--- config.mk ---
export PLATFORM = sky130hd
export DESIGN_NAME = serial_command_memory_bridge_top
export DESIGN_NICKNAME = d
export VERILOG_FILES = /design/src/rtl/core/scmb_pkg.sv /design/src/rtl/core/scmb_front.sv /design/src/rtl/core/scmb_fifo.sv /design/src/rtl/core/scmb_back.sv /design/src/rtl/core/serial_command_memory_bridge_top.sv
export SDC_FILE = /design/constraint.sdc
export NUM_CORES = 1
export LEC_CHECK = 0
export ABC_AREA = 0
export BUFFER_PORTS_ARGS = -buffer_cell sky130_fd_sc_hd__clkbuf_2
export CAP_MARGIN = 20
export CELL_PAD_IN_SITES_DETAIL_PLACEMENT = 2
export CELL_PAD_IN_SITES_GLOBAL_PLACEMENT = 2
export CORE_MARGIN = 2
export CORE_UTILIZATION = 29
export DETAILED_ROUTE_END_ITERATION = 8
export PLACE_DENSITY = 0.67
export SYNTH_ARGS = -nofsm -noshare
export SYNTH_HDL_FRONTEND = slang
export SYNTH_SLANG_ARGS = --single-unit
--- constraint.sdc ---
create_clock -name aclk -period 10.4 [get_ports aclk]
set_clock_uncertainty 0.1 [all_clocks]
set_input_delay 0.52 -clock aclk [delete_from_list [all_inputs] [get_ports aclk]]
set_output_delay 0.52 -clock aclk [all_outputs]
set_load 0.005 [all_outputs]
--- src/rtl/core/scmb_pkg.sv ---
`timescale 1ns / 1ps
// ----------------------------------------------------------------------------
// scmb_pkg
// Shared types and constants for the serial command memory bridge.
// ----------------------------------------------------------------------------
package scmb_pkg;

    localparam int CHUNK_WORDS_DEFAULT = 128;
    localparam int QUEUE_DEPTH = 4;

    localparam logic [7:0] CH_AT = 8'h40;
    localparam logic [7:0] CH_A  = 8'h41;
    localparam logic [7:0] CH_B  = 8'h42;
    localparam logic [7:0] CH_C  = 8'h43;
    localparam logic [7:0] CH_D  = 8'h44;
    localparam logic [7:0] CH_X  = 8'h58;
    localparam logic [7:0] CH_M  = 8'h4D;

    localparam logic       OP_SERIAL = 1'b0;
    localparam logic       OP_RDATA  = 1'b1;

    localparam logic [1:0] KIND_TX    = 2'd0;
    localparam logic [1:0] KIND_READ  = 2'd1;
    localparam logic [1:0] KIND_WRITE = 2'd2;
    localparam logic [1:0] KIND_BAD   = 2'd3;

    typedef enum logic [3:0] {
        PH_IDLE, PH_CMD, PH_MODE, PH_ADDR, PH_COUNT,
        PH_DIR, PH_LEN, PH_WDATA, PH_RWAIT
    } phase_t;

    typedef enum logic [2:0] {
        CM_NONE, CM_A, CM_B, CM_C, CM_D, CM_X, CM_M
    } cmd_t;

    // One batch of results caused by a single input. The results always come
    // in the order: returned word (low, high byte), write request, '@', read request.
    typedef struct packed {
        logic        has_data;
        logic        has_write;
        logic        has_at;
        logic        has_read;
        logic [15:0] data;
        logic [31:0] addr;
    } batch_t;

endpackage

--- src/rtl/core/scmb_front.sv ---
`timescale 1ns / 1ps
// ----------------------------------------------------------------------------
// scmb_front
// Frame parser: takes one item per cycle while the queue has room and queues the batch it causes.
// ----------------------------------------------------------------------------
module scmb_front import scmb_pkg::*; #(
    parameter int CHUNK_WORDS = CHUNK_WORDS_DEFAULT
) (
    input  logic        aclk,
    input  logic        aresetn,
    input  logic        in_fire,
    input  logic        in_op,
    input  logic [7:0]  in_byte,
    input  logic [15:0] in_rdata,
    output logic        push,
    output batch_t      push_batch
);

    localparam int CPW = $clog2(CHUNK_WORDS + 1);
    localparam logic [31:0] CHUNK32 = 32'(CHUNK_WORDS);

    phase_t      phase_reg, phase_next;
    cmd_t        cmd_reg, cmd_next;
    logic [1:0]  bidx_reg, bidx_next;
    logic [31:0] addr_reg, addr_next;
    logic [7:0]  wl_reg, wl_next;
    logic [CPW-1:0] cp_reg, cp_next;
    logic [7:0]  held_reg, held_next;
    logic        wdir_reg, wdir_next;

    batch_t      b;
    logic [7:0]  capped_byte;
    logic [7:0]  bt_count;
    logic        bt_dir;
    logic        bt_go;
    logic [7:0]  wl_dec;
    logic [CPW-1:0] cp_inc;

    always_ff @(posedge aclk) begin
        if (!aresetn) begin
            phase_reg <= PH_IDLE;
            cmd_reg   <= CM_NONE;
            bidx_reg  <= '0;
            addr_reg  <= '0;
            wl_reg    <= '0;
            cp_reg    <= '0;
            held_reg  <= '0;
            wdir_reg  <= 1'b0;
        end else begin
            phase_reg <= phase_next;
            cmd_reg   <= cmd_next;
            bidx_reg  <= bidx_next;
            addr_reg  <= addr_next;
            wl_reg    <= wl_next;
            cp_reg    <= cp_next;
            held_reg  <= held_next;
            wdir_reg  <= wdir_next;
        end
    end

    assign capped_byte = ({24'd0, in_byte} > CHUNK32) ? CHUNK32[7:0] : in_byte;
    assign wl_dec = wl_reg - 8'd1;
    assign cp_inc = cp_reg + CPW'(1);

    always_comb begin
        phase_next = phase_reg;
        cmd_next   = cmd_reg;
        bidx_next  = bidx_reg;
        addr_next  = addr_reg;
        wl_next    = wl_reg;
        cp_next    = cp_reg;
        held_next  = held_reg;
        wdir_next  = wdir_reg;
        b          = '0;
        bt_go      = 1'b0;
        bt_count   = '0;
        bt_dir     = 1'b0;

        if (in_fire) begin
            if (in_op == OP_RDATA) begin
                if (phase_reg == PH_RWAIT) begin
                    b.has_data = 1'b1;
                    b.data     = in_rdata;
                    wl_next    = wl_dec;
                    addr_next  = addr_reg + 32'd1;
                    cp_next    = cp_inc;
                    if (wl_dec != 8'd0) begin
                        if (cmd_reg == CM_M && 32'(cp_inc) >= CHUNK32) begin
                            b.has_at = 1'b1;
                            cp_next  = '0;
                        end
                        b.has_read = 1'b1;
                        b.addr     = addr_reg + 32'd1;
                    end else begin
                        phase_next = PH_IDLE;
                    end
                end
            end else begin
                case (phase_reg)
                    PH_IDLE: begin
                        if (in_byte == CH_AT) phase_next = PH_CMD;
                    end
                    PH_CMD: begin
                        bidx_next  = '0;
                        addr_next  = '0;
                        phase_next = PH_ADDR;
                        if (in_byte == CH_A)      cmd_next = CM_A;
                        else if (in_byte == CH_B) cmd_next = CM_B;
                        else if (in_byte == CH_C) cmd_next = CM_C;
                        else if (in_byte == CH_D) cmd_next = CM_D;
                        else if (in_byte == CH_X) cmd_next = CM_X;
                        else if (in_byte == CH_M) begin
                            cmd_next   = CM_M;
                            phase_next = PH_MODE;
                        end else begin
                            cmd_next   = CM_NONE;
                            phase_next = PH_IDLE;
                        end
                    end
                    PH_MODE: begin
                        if (in_byte[7:1] == 7'd0) begin
                            wdir_next  = in_byte[0];
                            phase_next = PH_ADDR;
                        end else begin
                            phase_next = PH_IDLE;
                        end
                    end
                    PH_ADDR: begin
                        addr_next = {addr_reg[23:0], in_byte};
                        bidx_next = bidx_reg + 2'd1;
                        if (bidx_reg == 2'd3) begin
                            bidx_next = '0;
                            case (cmd_reg)
                                CM_A: begin bt_go = 1'b1; bt_count = 8'd1; bt_dir = 1'b0; end
                                CM_B: begin bt_go = 1'b1; bt_count = 8'd1; bt_dir = 1'b1; end
                                CM_C: begin bt_go = 1'b1; bt_count = 8'd2; bt_dir = 1'b0; end
                                CM_D: begin bt_go = 1'b1; bt_count = 8'd2; bt_dir = 1'b1; end
                                CM_X: phase_next = PH_COUNT;
                                CM_M: phase_next = PH_LEN;
                                default: phase_next = PH_IDLE;
                            endcase
                        end
                    end
                    PH_COUNT: begin
                        wl_next    = capped_byte;
                        phase_next = PH_DIR;
                    end
                    PH_DIR: begin
                        bt_go    = 1'b1;
                        bt_count = wl_reg;
                        bt_dir   = (in_byte != 8'd0);
                    end
                    PH_LEN: begin
                        bt_go    = 1'b1;
                        bt_count = wdir_reg ? capped_byte : in_byte;
                        bt_dir   = wdir_reg;
                    end
                    PH_WDATA: begin
                        if (bidx_reg == 2'd0) begin
                            held_next = in_byte;
                            bidx_next = 2'd1;
                        end else begin
                            bidx_next   = '0;
                            b.has_write = 1'b1;
                            b.addr      = addr_reg;
                            b.data      = (cmd_reg == CM_M) ? {held_reg, in_byte}
                                                            : {in_byte, held_reg};
                            addr_next   = addr_reg + 32'd1;
                            wl_next     = wl_dec;
                            if (wl_dec == 8'd0) begin
                                b.has_at   = 1'b1;
                                phase_next = PH_IDLE;
                            end
                        end
                    end
                    default: ;
                endcase

                // Start of a transfer once all operands are in.
                if (bt_go) begin
                    wl_next   = bt_count;
                    wdir_next = bt_dir;
                    bidx_next = '0;
                    cp_next   = '0;
                    if (bt_dir) begin
                        if (bt_count == 8'd0) begin
                            b.has_at   = 1'b1;
                            phase_next = PH_IDLE;
                        end else begin
                            phase_next = PH_WDATA;
                        end
                    end else begin
                        b.has_at = 1'b1;
                        if (bt_count == 8'd0) begin
                            phase_next = PH_IDLE;
                        end else begin
                            b.has_read = 1'b1;
                            b.addr     = addr_next;
                            phase_next = PH_RWAIT;
                        end
                    end
                end
            end
        end
    end

    assign push       = b.has_data | b.has_write | b.has_at | b.has_read;
    assign push_batch = b;

endmodule

--- src/rtl/core/scmb_fifo.sv ---
`timescale 1ns / 1ps
// ----------------------------------------------------------------------------
// scmb_fifo
// Short batch queue between the parser and the result sequencer.
// ----------------------------------------------------------------------------
module scmb_fifo import scmb_pkg::*; (
    input  logic   aclk,
    input  logic   aresetn,
    input  logic   push,
    input  batch_t push_batch,
    input  logic   pop,
    output batch_t head,
    output logic   empty,
    output logic   full
);

    localparam int PW = $clog2(QUEUE_DEPTH);

    batch_t          mem_reg [QUEUE_DEPTH];
    logic [PW-1:0]   wptr_reg, rptr_reg;
    logic [PW:0]     count_reg;

    assign empty = (count_reg == '0);
    assign full  = (count_reg == (PW+1)'(QUEUE_DEPTH));
    assign head  = mem_reg[rptr_reg];

    always_ff @(posedge aclk) begin
        if (!aresetn) begin
            wptr_reg  <= '0;
            rptr_reg  <= '0;
            count_reg <= '0;
        end else begin
            if (push) wptr_reg <= wptr_reg + PW'(1);
            if (pop)  rptr_reg <= rptr_reg + PW'(1);
            count_reg <= count_reg + (PW+1)'(push) - (PW+1)'(pop);
        end
    end

    always_ff @(posedge aclk) begin
        if (push) mem_reg[wptr_reg] <= push_batch;
    end

endmodule

--- src/rtl/core/scmb_back.sv ---
`timescale 1ns / 1ps
// ----------------------------------------------------------------------------
// scmb_back
// Result sequencer: unpacks each batch into results, one per cycle while the output is not stalled.
// ----------------------------------------------------------------------------
module scmb_back import scmb_pkg::*; (
    input  logic        aclk,
    input  logic        aresetn,
    input  batch_t      head,
    input  logic        empty,
    output logic        pop,
    output logic        m_valid,
    input  logic        m_ready,
    output logic [1:0]  m_kind,
    output logic [7:0]  m_tx_byte,
    output logic [31:0] m_mem_address,
    output logic [15:0] m_write_data,
    output logic        m_last
);

    // Slots: 0 low byte, 1 high byte, 2 write, 3 '@', 4 read.
    batch_t      cur_reg;
    logic [4:0]  mask_reg, mask_next;
    logic [4:0]  first;
    logic [4:0]  rest;
    logic        load;

    logic        valid_reg;
    logic [1:0]  kind_reg;
    logic [7:0]  tx_reg;
    logic [31:0] addr_reg;
    logic [15:0] data_reg;
    logic        last_reg;

    assign first = mask_reg & (~mask_reg + 5'd1);
    assign rest  = mask_reg & ~first;
    assign load  = (mask_reg != '0) && (!valid_reg || m_ready);
    assign pop   = !empty && ((load ? rest : mask_reg) == '0);

    always_comb begin
        mask_next = load ? rest : mask_reg;
        if (pop) begin
            mask_next = {head.has_read, head.has_at, head.has_write,
                         head.has_data, head.has_data};
        end
    end

    always_ff @(posedge aclk) begin
        if (!aresetn) begin
            mask_reg  <= '0;
            valid_reg <= 1'b0;
        end else begin
            mask_reg <= mask_next;
            if (load) valid_reg <= 1'b1;
            else if (m_ready) valid_reg <= 1'b0;
        end
    end

    always_ff @(posedge aclk) begin
        if (pop) cur_reg <= head;
        if (load) begin
            kind_reg <= KIND_TX;
            tx_reg   <= '0;
            addr_reg <= '0;
            data_reg <= '0;
            last_reg <= (rest == '0);
            if (first[0]) tx_reg <= cur_reg.data[7:0];
            if (first[1]) tx_reg <= cur_reg.data[15:8];
            if (first[3]) tx_reg <= CH_AT;
            if (first[2]) begin
                kind_reg <= KIND_WRITE;
                addr_reg <= cur_reg.addr;
                data_reg <= cur_reg.data;
            end
            if (first[4]) begin
                kind_reg <= KIND_READ;
                addr_reg <= cur_reg.addr;
            end
        end
    end

    assign m_valid       = valid_reg;
    assign m_kind        = kind_reg;
    assign m_tx_byte     = tx_reg;
    assign m_mem_address = addr_reg;
    assign m_write_data  = data_reg;
    assign m_last        = last_reg;

endmodule

--- src/rtl/core/serial_command_memory_bridge_top.sv ---
`timescale 1ns / 1ps
// ----------------------------------------------------------------------------
// serial_command_memory_bridge_top
// Serial command frames in, transmit bytes and word memory requests out.
// ----------------------------------------------------------------------------
// The bridge takes one input transfer per cycle, either a received serial
// byte or a word returned for the last read request, and answers with zero to
// four result transfers: transmit bytes, memory read requests or memory write
// requests, with m_last marking the final result of each input. A parser in
// front handles one input per cycle and places the results it causes, as one
// batch, into a four-entry queue; a sequencer behind it sends one result per
// cycle while the output is not stalled, through a registered output. So the
// sustained rate is set by the sequencer, not by the parser. The input side
// keeps accepting while results wait, until the queue is full. Reads are
// issued one at a time; the next read request follows the returned word.
// ----------------------------------------------------------------------------
module serial_command_memory_bridge_top import scmb_pkg::*; #(
    parameter int CHUNK_WORDS = CHUNK_WORDS_DEFAULT
) (
    input  logic        aclk,
    input  logic        aresetn,
    input  logic        s_valid,
    output logic        s_ready,
    input  logic        s_op,
    input  logic [7:0]  s_rx_byte,
    input  logic [15:0] s_read_data,
    output logic        m_valid,
    input  logic        m_ready,
    output logic [1:0]  m_kind,
    output logic [7:0]  m_tx_byte,
    output logic [31:0] m_mem_address,
    output logic [15:0] m_write_data,
    output logic        m_last
);

    logic   push, pop, empty, full;
    batch_t push_batch, head;

    // The input side stalls only when the batch queue is full.
    assign s_ready = !full;

    scmb_front #(.CHUNK_WORDS(CHUNK_WORDS)) u_front (
        .aclk       (aclk),
        .aresetn    (aresetn),
        .in_fire    (s_valid && s_ready),
        .in_op      (s_op),
        .in_byte    (s_rx_byte),
        .in_rdata   (s_read_data),
        .push       (push),
        .push_batch (push_batch)
    );

    scmb_fifo u_fifo (
        .aclk       (aclk),
        .aresetn    (aresetn),
        .push       (push),
        .push_batch (push_batch),
        .pop        (pop),
        .head       (head),
        .empty      (empty),
        .full       (full)
    );

    scmb_back u_back (
        .aclk          (aclk),
        .aresetn       (aresetn),
        .head          (head),
        .empty         (empty),
        .pop           (pop),
        .m_valid       (m_valid),
        .m_ready       (m_ready),
        .m_kind        (m_kind),
        .m_tx_byte     (m_tx_byte),
        .m_mem_address (m_mem_address),
        .m_write_data  (m_write_data),
        .m_last        (m_last)
    );

endmodule

# Yosys cells after proc, flatten, opt, wreduce, memory -nomap -nowiden
# Memory sizes are Yosys's and may differ from the RTL's. A register that Yosys moved wholly into a read port is not among the register bits.
# Cells that the tools add are included.
dict set report word_totals {
  register_bits 186
  wordCells 209
  mem_bits_ro 0
  output_inout_bits 61
  mem_count 1
  input_bits 29
  latchBits 0
  ramBits 208
}
# name words word_bits read_ports rd_ports_with_merged_regs wr line
set mem_list {}
lappend mem_list {u_fifo.mem_reg 4 52 1 1 1 scmb_fifo.sv:19} ;# batch_t mem_reg [QUEUE_DEPTH];
dict set report classes {
  n_shift 0
  mul 0
  order_cmp 2
  n_mux 100
  addsub 9
  n_eq_ne 30
  bitwise_logic 8
  n_div 0
  reduce_logical 39
}
# op count
set ops {}
lappend ops {{32-bit two-way mux} 9}
lappend ops {{8-bit two-way mux} 16}
lappend ops {{50-bit two-way mux} 2}
lappend ops {{48-bit two-way mux} 2}
lappend ops {{32-bit case mux with 3 select lines} 1}
lappend ops {{4-bit two-way mux} 15}
lappend ops {{8-bit by 7-bit == test with 1-bit output (second input constant)} 7}
lappend ops {{52-bit two-way mux} 1}
lappend ops {{32-bit by 1-bit adder with 32-bit output (second input constant)} 1}
lappend ops {{1-bit two-way mux} 25}
lappend ops {{4-bit case mux with 6 select lines} 1}
lappend ops {{8-bit case mux with 3 select lines} 1}
lappend ops {{8-bit nonzero test} 3}
lappend ops {{2-bit two-way mux} 11}
lappend ops {{3-bit two-way mux} 7}
lappend ops {{4-bit by 3-bit == test with 1-bit output (second input constant)} 4}
lappend ops {{8-bit logical NOT} 2}
lappend ops {{16-bit two-way mux} 1}
lappend ops {{8-bit case mux with 2 select lines} 1}
lappend ops {{3-bit == test (second input constant)} 4}
lappend ops {{4-bit by 2-bit inequality test with 1-bit output (second input constant)} 3}
lappend ops {{4-bit case mux with 3 select lines} 1}
lappend ops {{4-bit AND reduction} 3}
lappend ops {{5-bit AND} 2}
lappend ops {{other kinds (42)} 65}

# Longest topological paths before layout
# Gate-level depths: netlist (run 1).
dict set report logic_depth {
  depth_word 18
  mapped_depth 17
  depth_no_buf 16
}

# Modules after synthesis
# From an unflattened synthesis (run 1), not the netlist that was laid out.
dict set report unflattened {
  hier_cells 1576
  hier_area_um2 18909.4
}
# mod area_each_um2 seq_area_each_um2 instances cells_per_inst
set modules_own_cells {}
lappend modules_own_cells {scmb_fifo 8007.7 6426.2 1 315}
lappend modules_own_cells {scmb_front 6809.0 1321.3 1 1014}
lappend modules_own_cells {scmb_back 4082.7 3333.2 1 245}
lappend modules_own_cells {serial_command_memory_bridge_top 10.0 0.0 1 2}

# Worst setup path before layout (run 1)
# Ideal clock, no wire load.
dict set report synth_path {
  path_type {input -> register}
  startpoint {input m_ready}
  endpoint {register u_fifo.count_reg[2]}
  arrival_ps 5143
  n_path_buf 1
  setup_ps 128
  t_required_ps 10172
  slack_ps 5030
  stages 13
  cell_sequence {nor2b_1 clkbuf_1 or4_1 maj3_1 nor3b_2 ha_1 inv_1 ha_1 inv_1 fa_1 xor2_1 xnor2_1 nor2_1}
}
dict set report synth_between {
  elab_chain_cells 6
}
# item line
set synth_lines {}
lappend synth_lines {{start: declaration} serial_command_memory_bridge_top.sv:28} ;# input logic m_ready,
lappend synth_lines {{1-bit logical OR} scmb_back.sv:37} ;# assign load = (mask_reg != '0) && (!valid_reg || m_ready);
lappend synth_lines {{1-bit logical AND} scmb_back.sv:37}
lappend synth_lines {{5-bit two-way mux} scmb_back.sv:38} ;# assign pop = !empty && ((load ? rest : mask_reg) == '0);
lappend synth_lines {{5-bit logical NOT} scmb_back.sv:38}
lappend synth_lines {{1-bit logical AND} scmb_back.sv:38}
lappend synth_lines {{net pop} serial_command_memory_bridge_top.sv:36} ;# logic push, pop, empty, full;
lappend synth_lines {{3-bit by 1-bit subtractor with 3-bit output} scmb_fifo.sv:35} ;# count_reg <= count_reg + (PW+1)'(push) - (PW+1)'(pop);
lappend synth_lines {{end signal: assignment} scmb_fifo.sv:35}
lappend synth_lines {{end: declaration} scmb_fifo.sv:21} ;# logic [PW:0] count_reg;
# The timed path passes the listed nets, and every way through them passes these cells.
# A chain may end at the register's enable or synchronous reset.

# Worst setup path after layout (run 1)
dict set report layout_path {
  startpoint {register u_front.phase_reg[1]}
  endpoint {register u_fifo.count_reg[2]}
}
dict set report layout_between {
  elab_chain_cells 14
  word_cells_on_any_way 33
  classes_between {2 x add/sub; 5 x eq/ne; 21 x mux; 3 x bitwise; 2 x reduce/logical}
}
# item line
set layout_lines {}
lappend layout_lines {{start: declaration} scmb_front.sv:22} ;# phase_t phase_reg, phase_next;
lappend layout_lines {{start signal: assignment} scmb_front.sv:50} ;# phase_reg <= phase_next;
lappend layout_lines {{4-bit by 3-bit == test with 1-bit output or 4-bit by 2-bit == test with 1-bit output (tied branches)} scmb_front.sv:99} ;# case (phase_reg)
lappend layout_lines {{8-bit case mux with 3 select lines} scmb_front.sv:99}
lappend layout_lines {{8-bit two-way mux} scmb_front.sv:80} ;# if (in_op == OP_RDATA) begin
lappend layout_lines {{8-bit two-way mux} scmb_front.sv:79} ;# if (in_fire) begin
lappend layout_lines {{8-bit logical NOT} {scmb_front.sv:186, scmb_front.sv:194}}
lappend layout_lines {{1-bit two-way mux} scmb_front.sv:186} ;# if (bt_count == 8'd0) begin
lappend layout_lines {{1-bit two-way mux} scmb_front.sv:185} ;# if (bt_dir) begin
lappend layout_lines {{2-bit two-way mux} scmb_front.sv:180} ;# if (bt_go) begin
lappend layout_lines {{50-bit two-way mux} scmb_front.sv:80}
lappend layout_lines {{52-bit two-way mux *} scmb_front.sv:79}
lappend layout_lines {{1-bit bitwise OR} scmb_front.sv:207} ;# assign push = b.has_data | b.has_write | b.has_at | b.has_read;
lappend layout_lines {{1-bit bitwise OR *} scmb_front.sv:207}
lappend layout_lines {{3-bit by 1-bit adder with 3-bit output *} scmb_fifo.sv:35}
lappend layout_lines {{3-bit by 1-bit subtractor with 3-bit output *} scmb_fifo.sv:35}
# Mark *: on every way between the ends. The rest lies on a longest branch, timed or not. The select of a mux whose other input is x is not followed.

==> metrics.csv, run 1 <==
stage,metric,value,unit
yosys,synthesized net count,1507,
die,I/O pin cnt,90,
min_path,HP Class,in2reg,
yosys,synthesized area per cell,12.47,sq um
place,Placed Instances,2299,
power,Combinational Power Share,20.5,%
cts,TritonCTS Sinks,396,
power,clock network power share,31.7,%
final_layout,Nets,1553,
global_routing,initial antenna violation count,2,
cts,CTS Hold Bufs,0,
cts,H-Tree Depth,2,
final_layout,Seq. cell area,11090,sq um
job,Max Cap Viol,0,
place,port bufs,89,
worst_setup_path,Worst setup SP type,flip-flop,
yosys,Synth top area share,51.82,%
final_layout,Filler cells,6573,
power,Int Power,3.487,mW
detailed_routing,drt total wl,56.59,mm
yosys,Main synth FF type,edfxtp_1,
cts,PostCTS Resize Cnt,0,
worst_setup_path,Critical Path AT,5.22,ns
yosys,Yosys reg bits,396,
power,worst vdd ir,0.1811,mV
worst_setup_path,CP peak stage delay,0.74,ns
detailed_routing,total vias in the final route,12680,
yosys,post-synth top area cell,edfxtp_1,
yosys,Post-synth EDFFs,315,
sta,min Tclk post-route,4.886,ns
detailed_routing,post-route ant nets,0,
detailed_routing,1st-pass router iterations,5,
sta,Setup Total Neg Slack,0,ns
outcome,status,"complete, no violations",
sta,Final Setup Violations,0,
power,Lkg Pwr,6.964,nW
cts,clk buf depth,3,
worst_setup_path,Worst setup EP type,flip-flop,
worst_setup_path,Reg2Reg Depth,15,
sta,Least-Margin Pin Slew,1.024,ns
final_layout,area occupied by multi-input gates,6658,sq um
sta,final hold violations,0,
final_layout,Final Non-Filler Cells,2384,
power,Flop pwr share,47.7,%
sta,f_max,0.2047,GHz
global_routing,number of global-route vias before repair,13780,
global_routing,pin count of the biggest net entering global routing,60,
power,switch share,29.92,%
cts,clk slew on worst S/H paths,0.06,ns
final_layout,Largest register FFs,208,
cts,Worst-Skew Late Latency,0.60,ns
final_layout,synth-to-layout area growth,15.04,%
die,DIE AREA,64970,sq um
sta,fin. max-slew vios,0,
yosys,top post-synthesis cells by area,"edfxtp_1 (52%), dfxtp_1 (8.9%), mux4_2 (6.4%)",
global_routing,total track usage,17.64,%
worst_setup_path,required time of the critical path,10.74,ns
yosys,async set-reset flop share out of synthesis,0,%
final_layout,layout cells sized above 1,17.71,%
detailed_routing,Via density,5.317,
yosys,Mapped Area,18250,sq um
sta,max_slew headroom,31.67,%
worst_setup_path,crit-path cells,nor4bb_1 > buf_4 > nand2b_1 > nor2_1 > nor3_1 > nand2_1 > o2111a_2 > ha_1 > inv_1 > ha_1 > inv_1 > fa_1 > xor2_1 > xnor2_1 > nor2_1,
power,Power Dens Cells,237.0,nW/um^2
worst_setup_path,Setup CP Type,reg2reg,
worst_setup_path,critical path peak fanout,19,
yosys,Post-Syn Instances,1464,
global_routing,global-route wire length before repair,87.08,mm
detailed_routing,Iter 0 DRT Violations,885,
yosys,yosys warns,0,
die,Die H,254.9,um
sta,RSZ-0062 raised after global routing,false,
die,die width,254.9,um
yosys,sequential area share after synthesis,60.70,%
cts,setup bufs post-CTS,0,
cts,root buffer cell,clkbuf_16,
place,Routability Congestion,0.8048,
global_routing,total global routing overflow,0,
final_layout,Antenna Cells,0,
place,Detail Placement HPWL,36.95,mm
power,Sw Pwr,1.489,mW
min_path,hold depth,3,
cts,TritonCTS clock tree,built,
cts,cts bufs inserted,45,
sta,fin crit share,46.98,%
detailed_routing,average routed wire per standard cell,23.74,um
die,Rows,91,
worst_setup_path,CP max-delay cell,nand2_1,
die,Core Region,61940,sq um
detailed_routing,# DRC,0,
die,initial core utilization,29.47,%
yosys,Netlist cell types,97,
-- synthesized netlist by cell type (11+ instances only) --
cell	count
o21ai_0	99
ha_1	13
clkbuf_1	75
or3_1	14
nand3_1	22
a21oi_1	101
nand2_1	112
nand4_1	15
dfxtp_1	81
o211ai_1	13
o22ai_1	11
a31oi_1	12
and2_1	19
nor3_1	37
xor2_1	20
mux4_2	52
mux2i_1	28
nor2_1	95
buf_2	29
edfxtp_1	315
nor2b_1	45
inv_1	23
a22oi_1	22
and3_1	13
-- cell type report --
cell class / count / area share (%)
clock buffers: 62 / 5.857
inverters: 26 / 0.4648
clock inverters: 22 / 1.078
multi-input cells: 925 / 31.70
flip-flops and latches: 396 / 52.80
well taps: 837 / 4.987
repair buffers: 116 / 3.104
-- kinds of logic (layout without fill, tap and decap cells) --
kind of cell | Yosys count | in the layout | synth area share, %
simple gates | 433 | 433 | 12.45
flops | 396 | 396 | 60.70
fa+ha+maj | 17 | 17 | 1.165
mux | 81 | 81 | 8.013
xor+xnor | 27 | 27 | 1.337
compound gates | 367 | 367 | 13.11
buf+inv | 143 | 226 | 3.228
-- layer usage --
layer	wire length, um	GRT usage (%)	share of wire, %	vias to the layer above
li1	-	-	-	5716
met1	25280	23.62	45	6613
met2	27800	29.89	49	260
met3	2247	2.461	4.0	84
met4	1248	4.896	2.2	2
met5	10	0	0.018	-
-- metrics by stage --
step | hold slack (ns) | area [sq um] | utilization [%] | setup slack, ns | power (mW)
after global routing | 0.2728 | 21000 | 33.90 | 5.246 | 5.233
after floorplan | 0.3437 | 18250 | - | 5.030 | 3.001
after CTS | 0.2234 | 20990 | 33.88 | 5.519 | 5.066
final | 0.2560 | 21000 | 33.90 | 5.514 | 4.976
after global placement | 0.3508 | 19530 | 31.53 | 5.443 | 3.407
after detailed placement | 0.3687 | 19530 | 31.53 | 5.179 | 3.467
-- placed cells by master, fill, tap and decap left out, types with 20 or more instances in the layout --
master	n
a21oi_1	101
a22oi_1	22
buf_4	26
clkbuf_16	45
clkbuf_2	89
dfxtp_1	79
edfxtp_1	315
inv_1	23
mux2i_1	28
mux4_2	52
nand2_1	111
nand3_1	22
nor2_1	93
nor2b_1	41
nor3_1	36
o21ai_0	99
xor2_1	20
-- power groups by stage --
| stage | logic [mW] | registers, mW | clock network [mW] |
|---|---|---|---|
| finish | 1.02 | 2.38 | 1.58 |
| global placement | 1.01 | 2.40 | 0 |
| CTS | 1.05 | 2.39 | 1.63 |
| floorplan | 0.687 | 2.31 | 0 |
| detailed placement | 1.05 | 2.42 | 0 |
| global route | 1.14 | 2.42 | 1.68 |
-- final timing paths --
kind	start	end	slack [ns]
worst min register to register	u_front.cp_reg[7]	u_front.cp_reg[7]	0.38
worst min-delay path	s_read_data[10]	u_fifo.mem_reg[2][42]	0.26
worst max-delay path	u_front.phase_reg[1]	u_fifo.count_reg[2]	5.51
worst max register to register	u_front.phase_reg[1]	u_fifo.count_reg[2]	5.51
-- critical path, delay by kind of cell, from the launching register on --
family	cells	cell delay, ns
XOR/XNOR	2	0.35
adder cells (fa/ha/maj)	3	0.85
flip-flops	1	0.73
AO/OA/AOI/OAI	1	0.54
buffers and inverters	3	0.32
AND/OR/NAND/NOR	6	1.84
Power figures use the tool's default switching activity.
==> run 2, diff against run 1 <==
ABC_AREA = 1   (was 0)
PLACE_DENSITY = 0.71   (was 0.67)
clock period = 4.7 ns   (was 10.4 ns; I/O delays follow)
==> metrics.csv, run 2 <==
stage,metric,value,unit,change
detailed_routing,max layer used,met4,,was met5
detailed_routing,average routed wire per standard cell,22.33,um,was 23.74 um
worst_setup_path,Worst R2R Setup Slack,0.94,ns,was 5.51 ns
min_path,hold depth,3,,unchanged
worst_setup_path,Setup CP Type,reg2reg,,unchanged
global_routing,total global routing overflow,0,,unchanged
worst_setup_path,Worst setup EP type,flip-flop,,unchanged
yosys,largest family of logic cells by synthesized area,simple AND/OR/NAND/NOR gates,,was compound AO/OA/AOI/OAI gates
detailed_routing,WL met3,2.222,mm,was 2.247 mm
place,pre-CTS setup slack,0.9086,ns,was 5.179 ns
cts,root buffer cell,clkbuf_16,,unchanged
final_layout,synth-to-layout area growth,15.41,%,was 15.04%
power,Flop pwr share,45.8,%,was 47.7%
die,die width,256.5,um,was 254.9 um
yosys,synthesized area per cell,9.575,sq um,was 12.47 sq um
sta,setup ws final,0.9407,ns,was 5.514 ns
final_layout,most frequent cells in the layout,"nand2_1 (320), edfxtp_1 (315), nor2_1 (255)",,"was edfxtp_1 (315), nand2_1 (111), a21oi_1 (101)"
sta,Final Setup Violations,0,,unchanged
worst_setup_path,Worst R2R End,u_fifo.count_reg[2],,unchanged
yosys,async set-reset flop share out of synthesis,0,%,unchanged
power,Int Power,7.224,mW,was 3.487 mW
yosys,Netlist cell types,53,,was 97
place,Detail Placement HPWL,43.16,mm,was 36.95 mm
sta,max_slew headroom,26.28,%,was 31.67%
power,Power Dens Cells,507.7,nW/um^2,was 237.0 nW/um^2
detailed_routing,drt total wl,64.58,mm,was 56.59 mm
cts,clk slew on worst S/H paths,0.06,ns,about the same
worst_setup_path,Reg2Reg Depth,24,,was 15
yosys,Main synth FF type,edfxtp_1,,unchanged
die,DIE AREA,65790,sq um,"was 64,970 sq um"
worst_setup_path,"Buf+Inv Stages, Crit Path",7,,was 3
cts,Worst-Skew Late Latency,0.59,ns,was 0.60 ns
cts,H-Tree Depth,2,,unchanged
power,Combinational Power Share,23.3,%,was 20.5%
yosys,post-synth top area cell,edfxtp_1,,unchanged
yosys,synth cell count leaders,"nand2_1 (320), edfxtp_1 (315), nor2_1 (259), o21ai_0 (229), inv_1 (192)",,"was edfxtp_1 (315), nand2_1 (112), a21oi_1 (101), o21ai_0 (99), nor2_1 (95)"
power,Lkg Pwr,7.753,nW,was 6.964 nW
die,I/O pin cnt,90,,unchanged
cts,TritonCTS clock tree,built,,unchanged
min_path,Worst Hold End,u_front.held_reg[3],,was u_fifo.mem_reg[2][42]
worst_setup_path,Crit Reg-Reg Startpoint,u_front.wl_reg[0],,was u_front.phase_reg[1]
worst_setup_path,CP peak stage delay,0.41,ns,was 0.74 ns
sta,final hold violations,0,,unchanged
yosys,Synth top area share,51.16,%,was 51.82%
final_layout,Largest register FFs,208,,unchanged
sta,fin crit share,79.99,%,was 46.98%
outcome,status,"complete, no violations",,unchanged
worst_setup_path,Worst setup SP type,flip-flop,,unchanged
yosys,synthesized net count,1974,,"was 1,507"
sta,Setup Total Neg Slack,0,ns,unchanged
cts,cts bufs inserted,45,,unchanged
die,Rows,92,,was 91
cts,TritonCTS Sinks,396,,unchanged
yosys,XOR/XNOR Fraction of Synth Area,0.9474,%,was 1.337%
yosys,compound-cell area share of the yosys netlist,14.42,%,was 13.11%
sta,Least-Margin Pin Slew,1.106,ns,was 1.024 ns
sta,worst hold slack,0.01816,ns,was 0.2560 ns
worst_setup_path,critical path peak fanout,7,,was 19
yosys,sequential area share after synthesis,59.93,%,was 60.70%
power,Sw Pwr,3.610,mW,was 1.489 mW
die,initial core utilization,29.31,%,was 29.47%
worst_setup_path,cell mode on critical path,inv_1,,
min_path,HP Class,in2reg,,unchanged
global_routing,pin count of the biggest net entering global routing,105,,was 60
sta,f_max,0.2660,GHz,was 0.2047 GHz
cts,clk buf depth,3,,unchanged
detailed_routing,Via density,5.119,,was 5.317
detailed_routing,metal1 wirelength,28.24,mm,was 25.28 mm
global_routing,global-route wire length before repair,100.1,mm,was 87.08 mm
detailed_routing,Iter 0 DRT Violations,795,,was 885
die,Die H,256.5,um,was 254.9 um
worst_setup_path,crit-path cells,inv_1 > ha_1 > inv_1 > nor2_1 > nand2_1 > xor2_1 > inv_1 > nand2_1 > nor2_2 > nand2_2 > nand2_1 > nand2_1 > inv_2 > nor2_1 > nand2_4 > nand2_4 > inv_2 > ha_1 > inv_1 > ha_1 > inv_1 > fa_1 > o21ai_0 > a21oi_1,,was nor4bb_1 > buf_4 > nand2b_1 > nor2_1 > nor3_1 > nand2_1 > o2111a_2 > ha_1 > inv_1 > ha_1 > inv_1 > fa_1 > xor2_1 > xnor2_1 > nor2_1
sta,RSZ-0062 raised after global routing,false,,unchanged
final_layout,layout cells sized above 1,12.71,%,was 17.71%
sta,fin. max-slew vios,0,,unchanged
worst_setup_path,required time of the critical path,5.08,ns,was 10.74 ns
yosys,yosys warns,0,,unchanged
place,Routability Congestion,0.8651,,was 0.8048
detailed_routing,# DRC,0,,unchanged
yosys,mux share of post-synthesis cell area,0,%,was 8.013%
final_layout,Antenna Cells,0,,unchanged
detailed_routing,1st-pass router iterations,5,,unchanged
place,port bufs,89,,unchanged
power,worst vdd ir,0.4476,mV,was 0.1811 mV
worst_setup_path,Critical Path AT,4.14,ns,was 5.22 ns
detailed_routing,total vias in the final route,14810,,"was 12,680"
yosys,Post-Syn Instances,1931,,"was 1,464"
sta,min Tclk post-route,3.759,ns,was 4.886 ns
yosys,Post-Synth Adder-Cell Area,0.9880,%,was 1.165%
power,switch share,33.32,%,was 29.92%
detailed_routing,WL met2,32.46,mm,was 27.80 mm
yosys,Yosys reg bits,396,,unchanged
global_routing,initial antenna violation count,0,,was 2
global_routing,number of global-route vias before repair,16440,,"was 13,780"
power,clock network power share,30.9,%,was 31.7%
die,Core Region,63080,sq um,"was 61,940 sq um"
job,Max Cap Viol,0,,unchanged
global_routing,total track usage,19.60,%,was 17.64%
detailed_routing,post-route ant nets,0,,unchanged
worst_setup_path,CP max-delay cell,fa_1,,was nand2_1
min_path,hold_sp,s_rx_byte[3],,was s_read_data[10]
final_layout,"most common cell after layout, fill and taps aside",nand2_1,,was edfxtp_1
worst_setup_path,Top delay family on crit path,simple AND/OR/NAND/NOR gates,,unchanged
yosys,top post-synthesis cells by area,"edfxtp_1 (51%), dfxtp_1 (8.8%), nand2_1 (6.5%)",,"was edfxtp_1 (52%), dfxtp_1 (8.9%), mux4_2 (6.4%)"
yosys,"count leader, synth",nand2_1,,was edfxtp_1
yosys,Mapped Area,18490,sq um,"was 18,250 sq um"
yosys,Simple-Gate Fraction of Synth Area,17.36,%,was 12.45%
final_layout,Nets,2057,,"was 1,553"
yosys,Post-synth EDFFs,315,,unchanged
## run 2: changes by cell type after synthesis, moves of 17 or more
cell      change
a22oi_1      -19
o22ai_1      +55
nor2_1      +164
nor2b_1      -45
mux4_2       -52
inv_1       +169
o21ai_0     +130
and2_1       -17
nand2_1     +208
o221ai_1     +25
nor3_1       -22
mux2i_1      -28
a21oi_1      -26
nand3_1      +44
## run 2: final cells by class
| class | count | area [sq um] |
|---|---|---|
| sequential | 396 | 11080 |
| clock inverter | 23 | 200.2 |
| timing repair buffer | 119 | 743.2 |
| clock buffer | 56 | 1177 |
| multi-input combinational | 1239 | 6265 |
| inverter | 213 | 812.0 |
| fill | 7049 | 41740 |
| tap | 846 | 1059 |
## run 2: power by group through the flow
| stage | sequential, mW | clock (mW) | combinational (mW) |
|---|---|---|---|
| 6_report | 4.96 | 3.35 | 2.52 |
| 5_1_grt | 5.03 | 3.57 | 2.84 |
| 4_1_cts | 4.97 | 3.44 | 2.58 |
| 3_5_place_dp | 5.03 | 0 | 2.52 |
| 3_3_place_gp | 5.00 | 0 | 2.37 |
| 2_1_floorplan | 4.98 | 0 | 1.44 |
## run 2: kinds of logic (layout without fill, tap and decap cells)
group,after synthesis,in the layout
buffers and inverters,296,411
flip-flops,396,396
XOR/XNOR,20,20
AND/OR/NAND/NOR,741,741
AO/OA/AOI/OAI,464,464
adder cells (fa/ha/maj),14,14
## run 2: worst max-delay path by stage
| stage | startpoint | slack (ns) | end | cells after the start |
|---|---|---|---|---|
| CTS | u_front.wl_reg[0] | 0.90 | u_fifo.count_reg[2] | 22 |
| detailed placement | u_front.wl_reg[0] | 0.91 | u_fifo.count_reg[2] | 22 |
| global route | u_front.wl_reg[0] | 0.57 | u_fifo.count_reg[2] | 24 |
| finish | u_front.wl_reg[0] | 0.94 | u_fifo.count_reg[2] | 24 |
| floorplan | u_front.wl_reg[0] | 0.13 | u_fifo.mem_reg[0][0] | 18 |
| global placement | u_front.wl_reg[0] | 1.06 | u_fifo.count_reg[2] | 24 |
## run 2: what timing repair did
item | in CTS | in global routing
hold buffers | 6 | 0
endpoints found under the hold margin | 7 | 0
resized for setup | 0 | 0
buffers inserted | 0 | 0
## run 2: layer usage
metal / global-route usage [%] / vias up
met2: 34.83 / 275
li1: - / 6841
met1: 24.76 / 7600
met3: 2.501 / 89
met5: 0 / -
met4: 5.992 / 0
## run 2: per-stage QoR
stage / power [mW] / utilization (%) / cell area, sq um / cells
after floorplan: 6.419 / - / 18490 / 1931
after global placement: 7.366 / 31.50 / 19870 / 2806
after detailed placement: 7.552 / 31.50 / 19870 / 2806
after CTS: 10.99 / 33.78 / 21310 / 2891
after global routing: 11.44 / 33.83 / 21340 / 2892
final: 10.83 / 33.83 / 21340 / 2892
## run 2: worst reg2reg max path, cell delays in order (launching register included)
cell and delay [ns]:
dfxtp_1 0.38, inv_1 0.09, ha_1 0.17, inv_1 0.05
nor2_1 0.22, nand2_1 0.11, xor2_1 0.17, inv_1 0.06
nand2_1 0.07, nor2_2 0.15, nand2_2 0.13, nand2_1 0.10
nand2_1 0.06, inv_2 0.14, nor2_1 0.08, nand2_4 0.11
nand2_4 0.06, inv_2 0.20, ha_1 0.27, inv_1 0.06
ha_1 0.14, inv_1 0.05, fa_1 0.41, o21ai_0 0.20
a21oi_1 0.07
==> run 3, diff against run 2 <==
clock period = 3.5 ns   (was 4.7 ns; I/O delays follow)
==> metrics.csv, run 3 (synthesis gave the netlist of run 2 again) <==
stage,metric,value,unit,change
outcome,status,"complete, no violations",,unchanged
worst_setup_path,Worst setup SP type,flip-flop,,unchanged
job,Max Cap Viol,0,,unchanged
final_layout,layout cells sized above 1,14.72,%,was 12.71%
cts,root buffer cell,clkbuf_16,,unchanged
global_routing,total global routing overflow,0,,unchanged
worst_setup_path,Setup CP Type,reg2reg,,unchanged
sta,setup ws final,0.2937,ns,was 0.9407 ns
die,Rows,92,,unchanged
cts,setup bufs post-CTS,0,,unchanged
power,Flop pwr share,44.5,%,was 45.8%
detailed_routing,average routed wire per standard cell,22.70,um,was 22.33 um
power,Power Dens Cells,688.5,nW/um^2,was 507.7 nW/um^2
place,pre-CTS setup slack,0.06653,ns,was 0.9086 ns
die,initial core utilization,29.31,%,unchanged
cts,Worst-Skew Late Latency,0.60,ns,was 0.59 ns
detailed_routing,1st-pass router iterations,5,,unchanged
sta,f_max,0.3119,GHz,was 0.2660 GHz
power,Combinational Power Share,24.1,%,was 23.3%
global_routing,pin count of the biggest net entering global routing,105,,unchanged
cts,H-Tree Depth,2,,unchanged
final_layout,"most common cell after layout, fill and taps aside",nand2_1,,unchanged
power,Lkg Pwr,7.970,nW,was 7.753 nW
place,Routability Congestion,0.8763,,was 0.8651
final_layout,Filler cells,6918,,"was 7,049"
place,placed instance area,20100,sq um,"was 19,870 sq um"
sta,Least-Margin Pin Slew,1.073,ns,was 1.106 ns
power,switch share,33.86,%,was 33.32%
die,I/O pin cnt,90,,unchanged
detailed_routing,Via density,5.086,,was 5.119
die,die width,256.5,um,unchanged
cts,clk slew on worst S/H paths,0.07,ns,was 0.06 ns
final_layout,Nets,2091,,"was 2,057"
sta,max_slew headroom,27.74,%,was 26.28%
min_path,HP Class,in2reg,,unchanged
sta,fin crit share,91.61,%,was 79.99%
final_layout,Final Instance Area,21830,sq um,"was 21,340 sq um"
place,Placed Instances,2827,,"was 2,806"
die,Core Region,63080,sq um,unchanged
power,Sw Pwr,5.089,mW,was 3.610 mW
power,worst vdd ir,0.5918,mV,was 0.4476 mV
detailed_routing,Iter 0 DRT Violations,895,,was 795
sta,worst hold slack,0.01120,ns,was 0.01816 ns
worst_setup_path,Worst setup EP type,flip-flop,,unchanged
place,port bufs,89,,unchanged
detailed_routing,# DRC,0,,unchanged
worst_setup_path,required time of the critical path,3.84,ns,was 5.08 ns
final_layout,most frequent cells in the layout,"nand2_1 (319), edfxtp_1 (315), nor2_1 (251)",,"was nand2_1 (320), edfxtp_1 (315), nor2_1 (255)"
cts,TritonCTS clock tree,built,,unchanged
final_layout,Final Non-Filler Cells,2933,,"was 2,892"
global_routing,global-route wire length before repair,102.2,mm,was 100.1 mm
worst_setup_path,critical path peak fanout,5,,was 7
global_routing,total track usage,20.16,%,was 19.60%
detailed_routing,drt total wl,66.59,mm,was 64.58 mm
power,clock network power share,31.4,%,was 30.9%
sta,min Tclk post-route,3.206,ns,was 3.759 ns
global_routing,number of global-route vias before repair,16560,,"was 16,440"
cts,cts bufs inserted,45,,unchanged
sta,fin. max-slew vios,0,,unchanged
detailed_routing,total vias in the final route,14920,,"was 14,810"
detailed_routing,post-route ant nets,0,,unchanged
global_routing,initial antenna violation count,1,,was 0
power,Int Power,9.941,mW,was 7.224 mW
die,DIE AREA,65790,sq um,unchanged
cts,TritonCTS Sinks,396,,unchanged
final_layout,Largest register FFs,208,,unchanged
final_layout,synth-to-layout area growth,18.08,%,was 15.41%
sta,final hold violations,0,,unchanged
die,Die H,256.5,um,unchanged
sta,Final Setup Violations,0,,unchanged
worst_setup_path,Critical Path AT,3.55,ns,was 4.14 ns
place,Detail Placement HPWL,45.06,mm,was 43.16 mm
sta,RSZ-0062 raised after global routing,false,,unchanged
cts,clk buf depth,3,,unchanged
## run 3: worst max-delay path, cell delays in order (launching register included)
cell and delay [ns]:
dfxtp_1 0.32, inv_1 0.12, ha_1 0.20, inv_1 0.07, nor2_4 0.12, nand2_1 0.10, xor2_2 0.16, inv_1 0.06
nand2_1 0.08, nor2_4 0.13, nand2_2 0.06, nand2_1 0.07, nand2_1 0.06, inv_2 0.07, nor2_2 0.04, nand2_4 0.10
nand2_4 0.08, inv_6 0.12, ha_4 0.21, inv_2 0.06, ha_4 0.12, inv_2 0.04, fa_2 0.53, nor2_1 0.04
## run 3: per-layer routing
metal	global-route usage (%)	vias up	wire length, um
li1	-	6924	-
met1	24.69	7647	28480
met2	36.53	250	34120
met3	2.827	95	2321
met4	6.185	0	1670
met5	0	-	0
## run 3: final timing paths
path / end / slack [ns] / cells after the start / startpoint
max: u_fifo.count_reg[1] / 0.29 / 23 / u_front.wl_reg[1]
max reg2reg: u_fifo.count_reg[1] / 0.29 / 23 / u_front.wl_reg[1]
min reg2reg: u_front.cp_reg[7] / 0.38 / 2 / u_front.cp_reg[7]
min: u_fifo.mem_reg[1][34] / 0.01 / 3 / s_read_data[2]
## run 3: layout make-up
cell class | count | area [sq um] | area share (%)
antenna | 2 | 5.005 | 0.02293
clock buffer | 58 | 1245 | 5.703
clock inverter | 26 | 224.0 | 1.026
inverter | 213 | 820.8 | 3.760
multi-input combinational | 1239 | 6327 | 28.98
sequential | 396 | 11080 | 50.77
tap | 846 | 1059 | 4.849
timing repair buffer | 153 | 1066 | 4.883
## run 3: power groups by stage
| stage | clock network [mW] | registers, mW | logic [mW] |
|---|---|---|---|
| after floorplan | 0 | 6.69 | 2.00 |
| after global placement | 0 | 6.73 | 3.34 |
| after detailed placement | 0 | 6.78 | 3.56 |
| after CTS | 4.82 | 6.69 | 3.64 |
| after global routing | 5.00 | 6.77 | 4.04 |
| final | 4.72 | 6.69 | 3.62 |
## run 3: timing repair
action	4_1_cts	5_1_grt
setup endpoints to repair	0	2
endpoints found under the hold margin	43	0
gates resized for setup	0	8
hold buffers	18	0
## run 3: through the flow
stage,setup TNS [ns],power [mW],utilization [%]
after floorplan,-1.357,8.688,-
after global placement,0,10.07,31.87
after detailed placement,0,10.34,31.87
after CTS,0,15.15,34.48
after global routing,0,15.81,34.60
final,0,15.03,34.61
